===== config.mk =====
export PLATFORM = sky130hd
export DESIGN_NAME = udq_ram
export DESIGN_NICKNAME = d
export VERILOG_FILES = /design/src/rtl/core/udq_ram.sv
export SDC_FILE = /design/constraint.sdc
export NUM_CORES = 1
export LEC_CHECK = 0
export BUFFER_PORTS_ARGS = -buffer_cell sky130_fd_sc_hd__buf_2
export CAP_MARGIN = 15
export CORE_MARGIN = 4
export CORE_UTILIZATION = 25
export CTS_BUF_LIST = sky130_fd_sc_hd__clkbuf_4 sky130_fd_sc_hd__clkbuf_8
export DETAILED_ROUTE_END_ITERATION = 10
export GPL_TIMING_DRIVEN = 0
export PLACE_DENSITY = 0.35
export SLEW_MARGIN = 20
export SYNTH_ARGS = -nofsm -noshare
export SYNTH_HDL_FRONTEND = slang
export SYNTH_SLANG_ARGS = --single-unit

===== constraint.sdc =====
create_clock -name clk -period 2 [get_ports clk]
set_input_delay 0.2 -clock clk [delete_from_list [all_inputs] [get_ports clk]]
set_output_delay 0.2 -clock clk [all_outputs]
set_load 0.02 [all_outputs]

===== src/rtl/core/udq_ram.sv =====
// ----------------------------------------------------------------------------
// udq_ram: generic single-port-write, single-port-read RAM
// One write and one registered read per cycle.
// ----------------------------------------------------------------------------
module udq_ram #(
	parameter int unsigned Width = 8,
	parameter int unsigned Depth = 16
) (
	input  logic                     clk,
	input  logic                     we,
	input  logic [$clog2(Depth)-1:0] waddr,
	input  logic [Width-1:0]         wdata,
	input  logic [$clog2(Depth)-1:0] raddr,
	output logic [Width-1:0]         rdata
);
	logic [Width-1:0] mem_q [Depth];

	always_ff @(posedge clk) begin
		if (we) begin
			mem_q[waddr] <= wdata;
		end
		rdata <= mem_q[raddr];
	end
endmodule


==> results by group, run 1 <==
Status
  • Outcome: finished, final reports clean

Worst setup path
  • CP endpoint: rdata[1]
  • Worst Setup Path Type: flop to flop
  • CP cell instances: mux4_1 -> a22oi_1 -> nand2_1
  • FF-to-FF setup slack: 0.41 ns
  • Reg2reg end: rdata[1]
  • CP max FO: 1
  • Largest stage delay, worst path: 0.56 ns
  • Crit Reg-Reg Startpoint: mem_q[1][1]
  • Required time of the critical path: 2.30 ns
  • Critical Path Start: mem_q[1][1]
  • Crit. End Element: flop
  • Worst EP arrival: 1.89 ns
  • CP Launch Type: flop
  • Slowest stage cell, crit path: mux4_1
  • Reg2reg path depth: 3

Timing
  • Final Critical Period: 1.59 ns
  • Final worst-path setup slack: 0.407 ns
  • Max_slew headroom: 0.409
  • Hold Fails Final Rpt: 0
  • Fmax: 628 MHz
  • RSZ-0062 raised after global routing: false
  • Clock Skew: 0.00873 ns
  • Setup violators final: 0
  • Crit share post-route: 0.797
  • Tightest Pin Transition: 0.883 ns
  • Slew Viols, Final: 0

Detailed routing
  • DRC: 0
  • Total iterations of the first detailed-routing run: 4
  • Via count: 2361
  • Final WL: 11.9 mm
  • Avg WL per Cell: 21.3 um
  • Violation count after the first detailed-route iteration: 163
  • Remaining antenna violation count: 0
  • Vias per cell: 4.23

Global route
  • First-pass GRT wire length: 17.2 mm
  • Initial antenna violation count: 0
  • GRT Util Overall: 0.111
  • Gr ovfl total: 0
  • Vias in the first global route: 2575
  • Pin count of the biggest net entering global routing: 17

Clocking
  • Setup bufs post-CTS: 0
  • TritonCTS clock tree: built
  • Worst-Skew Late Latency: 0.42 ns
  • Post-cts hold buffer count: 0
  • CTS Buf Count: 17
  • CTS clk-pin slew, worst paths: 0.08 ns
  • Clock sink count: 136
  • Post-CTS Resized: 0
  • CTS max path bufs: 2
  • Clock root cell: clkbuf_8
  • Max H-tree Level: 4

Yosys
  • Ys Warns: 0
  • Synth top area cells: edfxtp_1, mux4_2, mux4_1
  • Seq/Total Area, Yosys: 0.778
  • Ys flop type: edfxtp_1
  • FF+latch count, synth: 136
  • Post-synth cell types: 19
  • EDFF count, synth: 128
  • FFs w/ async S/R, synth: 0
  • Count leader, synth: edfxtp_1
  • Area leader, netlist: edfxtp_1
  • Synth top area share: 0.747
  • Cell Area, Synth: 5150 um2
  • Synth top cells by count: edfxtp_1, mux4_2, a22oi_1
  • Gate Count Post-Synth: 229
  • Syn Nets: 247
  • Avg Inst Size Synth: 22.5 um2

Placed design
  • Area post-placement: 5650 um2
  • Detailed placer's ending HPWL: 7.82 mm
  • I/O Buffers: 24
  • GPL Wtd Cong: 0.747
  • Setup WS pre-CTS: 0.0244 ns

Floorplan
  • Die X: 151 um
  • Die area: 22900 um2
  • DIE HEIGHT: 151 um
  • # rows: 52
  • Num ports: 26
  • Initial Util: 0.254
  • Core area: 20200 um2

Layout
  • N_diodes: 0
  • Nets: 293
  • Fraction of layout cells with a size suffix above 1: 0.319
  • Area grow syn2layout: 17.0%
  • Design Area, Final: 6020 um2
  • Final-layout fill cell count: 1996

Pwr
  • Peak VDD IR: 0.401 mV
  • Leak pwr: 1.96 nW
  • Pwr dens: 940 nW/um2

Flow run
  • Max cap viols: 0

Min path
  • Min-delay worst type: primary input to flop
[critical path, delay by kind of cell (launching register included)]
kind | cells | cell delay, ns
AOI/OAI and AO/OA | 1 | 0.42
muxes | 1 | 0.56
and+or+nand+nor | 1 | 0.11
DFF | 1 | 0.37
[through the flow]
stage          total power, mW  setup TNS, ns  instances  utilization  hold WS (ns)
2_1_floorplan             3.44              0        229            -         0.299
3_3_place_gp              3.61          -6.57        523        0.277         0.617
3_5_place_dp              3.62              0        526        0.279         0.618
4_1_cts                   5.75              0        558        0.298         0.163
5_1_grt                   5.91              0        558        0.298         0.161
6_report                  5.66              0        558        0.298         0.190
[placed cells by master, fill, tap and decap left out, drive strengths merged, types with 2 or more instances in the layout]
cell           instances
a22oi                 16
buf                   34
clkbuf                24
clkdlybuf4s25          3
clkinv                 6
dfxtp                  8
edfxtp               128
mux4                  32
nand2                  9
nand2b                 2
nand3b                 2
nor2                  13
nor3                   4
[area by class of cell]
class                      count  area (um2)  share of cell area
multi-input combinational     83        1080               0.179
buffer                        10        86.3              0.0143
tap                          270         338              0.0561
sequential                   136        4000               0.665
clock inverter                 8        70.1              0.0116
timing repair buffer          27         143              0.0237
clock buffer                  24         305              0.0507
[how the worst min path moves through the flow]
stage,start,to,slack (ns),cells past startpoint
2_1_floorplan,wdata[0],mem_q[0][0],0.30,0
3_3_place_gp,rdata[3],rdata[3],0.62,1
3_5_place_dp,rdata[2],rdata[2],0.62,1
4_1_cts,wdata[5],mem_q[14][5],0.16,1
5_1_grt,wdata[5],mem_q[6][5],0.16,1
6_report,wdata[5],mem_q[7][5],0.19,1
[kinds of logic (layout without fill, tap and decap cells)]
family	after synthesis	in the layout	synth area share
mux	32	32	0.150
buf+inv	10	69	0.0168
flops	136	136	0.778
compound gates	16	16	0.0233
simple gates	35	35	0.0318
[routing by layer]
layer / part of all wire / vias up / track usage
met5: 0 / - / 0
met4: 0.0036 / 0 / 0.0270
met3: 0.037 / 2 / 0.0351
met2: 0.48 / 44 / 0.176
met1: 0.48 / 1252 / 0.150
li1: - / 1063 / -
[report_power, final]
group	internal (mW)	switching, mW
Sequential	3.18	0.0134
Combinational	0.128	0.219
Clock	1.13	0.989
Total	4.44	1.22
[registers in the layout (all words and copies together), names as in the netlist]
name	count
mem_q	128
rdata	8
No activity file was read; power rests on OpenSTA's default activity.
==> run 2, diff against run 1 <==
--- a/config.mk
+++ b/config.mk
@@ -12,7 +12,7 @@
 export CTS_BUF_LIST = sky130_fd_sc_hd__clkbuf_4 sky130_fd_sc_hd__clkbuf_8
 export DETAILED_ROUTE_END_ITERATION = 10
 export GPL_TIMING_DRIVEN = 0
-export PLACE_DENSITY = 0.35
+export PLACE_DENSITY = 0.37
 export SLEW_MARGIN = 20
 export SYNTH_ARGS = -nofsm -noshare
 export SYNTH_HDL_FRONTEND = slang
==> constraint.sdc (replaced) <==
create_clock -name clk -period 1.4 [get_ports clk]
set_input_delay 0.14 -clock clk [delete_from_list [all_inputs] [get_ports clk]]
set_output_delay 0.14 -clock clk [all_outputs]
set_load 0.02 [all_outputs]
==> run 2 against run 1 <==
- the run now ends with negative setup slack left
- via count up 0.64%
- fmax is 12% higher
- final area increased by 1.4%
- worst setup slack worse by 0.43 ns
- sequential power rose by 43%
- total power grew 50%
- non-clock buffer count unchanged
- clock skew down 0.0012 ns
- cell count stayed put
- critical endpoint is now rdata[2]
- largest cell class unchanged
==> results by group, run 2 (synthesis gave the netlist of run 1 again) <==
Status
  • Outcome: finished with violations
  • Failing checks: negative setup slack

Worst setup path
  • Largest stage delay, worst path: 0.52 ns
  • CP cell instances: mux4_2 -> a22oi_2 -> nand2_1
  • Required time of the critical path: 1.71 ns
  • Worst EP arrival: 1.73 ns
  • CP max FO: 1
  • CP top delay family: multiplexers
  • Worst path buffer plus inverter count: 0
  • Crit. End Element: flop
  • CP Launch Type: flop
  • Worst Setup Path Type: flop to flop
  • Slowest stage cell, crit path: mux4_2

Timing
  • Final worst-path setup slack: -0.0249 ns
  • Hold Slack: 0.111 ns
  • Max_slew headroom: 0.407
  • Tightest Pin Transition: 0.887 ns
  • RSZ-0062 raised after global routing: true
  • Hold Fails Final Rpt: 0
  • Crit share post-route: 1.02
  • Sum Neg Setup Slack: -0.0249 ns
  • Clock Skew: 0.00754 ns
  • Fmax: 702 MHz
  • Setup violators final: 1
  • Slew Viols, Final: 0
  • Final Critical Period: 1.42 ns

Pwr
  • Leak pwr: 1.96 nW
  • Pwr dens: 1390 nW/um2
  • Clock share of power: 0.402
  • Pint: 6.68 mW
  • NetSw: 1.80 mW
  • Logic pwr share: 0.060
  • Switching part of the total: 0.213
  • Flop pwr share: 0.538
  • Tot Pwr: 8.48 mW
  • Peak VDD IR: 0.703 mV

Layout
  • N_diodes: 0
  • Final-layout fill cell count: 1979
  • Max reg flops: 128
  • Most frequent cells in the layout: edfxtp_1, buf_2, mux4_2, clkbuf_8
  • Top Registers: mem_q: 128 flops, rdata: 8 flops
  • Fraction of layout cells with a size suffix above 1: 0.361
  • Area grow syn2layout: 18.6%
  • Nets: 293
  • Post-route insts no fill: 558
  • Most common cell after layout, fill and taps aside: edfxtp_1
  • Biggest register: mem_q

Floorplan
  • Initial Util: 0.254
  • DIE HEIGHT: 151 um
  • Die X: 151 um
  • # rows: 52
  • Die area: 22900 um2
  • Core area: 20200 um2
  • Num ports: 26

Placed design
  • GPL Wtd Cong: 0.757
  • I/O Buffers: 24
  • Placed cell count: 526
  • Detailed placer's ending HPWL: 7.68 mm

Detailed routing
  • Remaining antenna violation count: 0
  • Final WL: 11.8 mm
  • Via count: 2376
  • Vias per cell: 4.26
  • DRC: 0
  • Violation count after the first detailed-route iteration: 141
  • Avg WL per Cell: 21.1 um
  • Total iterations of the first detailed-routing run: 4

Clocking
  • CTS max path bufs: 2
  • TritonCTS clock tree: built
  • Clock root cell: clkbuf_8
  • CTS Buf Count: 17
  • Worst-Skew Late Latency: 0.43 ns
  • CTS clk-pin slew, worst paths: 0.08 ns
  • Clock sink count: 136
  • Post-cts hold buffer count: 0
  • Max H-tree Level: 4

Global route
  • Gr ovfl total: 0
  • Initial antenna violation count: 0
  • Vias in the first global route: 2586
  • Pin count of the biggest net entering global routing: 17
  • GRT Util Overall: 0.110
  • First-pass GRT wire length: 17.0 mm

Flow run
  • Max cap viols: 0

Min path
  • Min-delay worst type: primary input to flop
==> run 2: cell count changes in the layout (fill, tap and decap cells not counted), moves of 3 or more <==
| cell | previous run | this run |
|---|---|---|
| bufinv_16 | 1 | 4 |
| nor2_2 | 0 | 3 |
| a22oi_2 | 0 | 7 |
| mux4_1 | 14 | 10 |
| nor2_1 | 13 | 10 |
| clkbuf_4 | 4 | 1 |
| clkbuf_8 | 20 | 17 |
| a22oi_1 | 16 | 9 |
| mux4_2 | 18 | 22 |
==> run 2: worst reg2reg max path: cells and delay by family, from the launching register on <==
kind	cells	cell delay, ns
AO/OA/AOI/OAI	1	0.33
flip-flops	1	0.36
AND/OR/NAND/NOR	1	0.10
multiplexers	1	0.52
==> run 2: what timing repair did <==
item                       4_1_cts  5_1_grt
buffers inserted                 0        0
gates cloned                     0        0
resized for setup               11        4
pin swaps                        3        5
setup endpoints to repair       31       14
==> run 2: power by group through the flow <==
stage | clock, mW | combinational (mW) | sequential (mW)
floorplan | 0 | 0.231 | 4.69
global placement | 0 | 0.499 | 4.65
detailed placement | 0 | 0.507 | 4.66
CTS | 3.51 | 0.523 | 4.57
global route | 3.71 | 0.555 | 4.57
finish | 3.41 | 0.510 | 4.57
==> run 2: metrics by stage <==
step            util  area, um2  setup slack, ns
6_report       0.302       6100          -0.0249
5_1_grt        0.302       6100          -0.0925
4_1_cts        0.302       6100          -0.0472
3_5_place_dp   0.279       5650           -0.586
3_3_place_gp   0.277       5610           -0.760
2_1_floorplan      -       5150         -0.00615
==> run 2: final timing paths <==
check                                  start      endpoint  slack, ns  cells after the start
worst max-delay path             mem_q[3][2]      rdata[2]      -0.02                      3
worst min-delay path                wdata[6]  mem_q[12][6]       0.11                      1
worst max register to register   mem_q[3][2]      rdata[2]      -0.02                      3
worst min register to register  mem_q[14][2]      rdata[2]       0.70                      3
==> run 2: cell type report <==
| cell class | count | area (um2) | area share |
|---|---|---|---|
| well taps | 270 | 338 | 0.0553 |
| multi-input cells | 83 | 1110 | 0.182 |
| clock buffers | 18 | 241 | 0.0396 |
| clock inverters | 14 | 181 | 0.0297 |
| plain buffers | 10 | 86.3 | 0.0141 |
| repair buffers | 27 | 143 | 0.0234 |
| flip-flops and latches | 136 | 4000 | 0.656 |
==> run 2: routing by layer <==
layer,wire length (um),up-vias,share of wire,GRT usage
li1,-,1059,-,-
met1,5650,1267,0.48,0.140
met2,5590,43,0.47,0.176
met3,436,7,0.037,0.0452
met4,105,0,0.0089,0.0256
met5,0,-,0,0
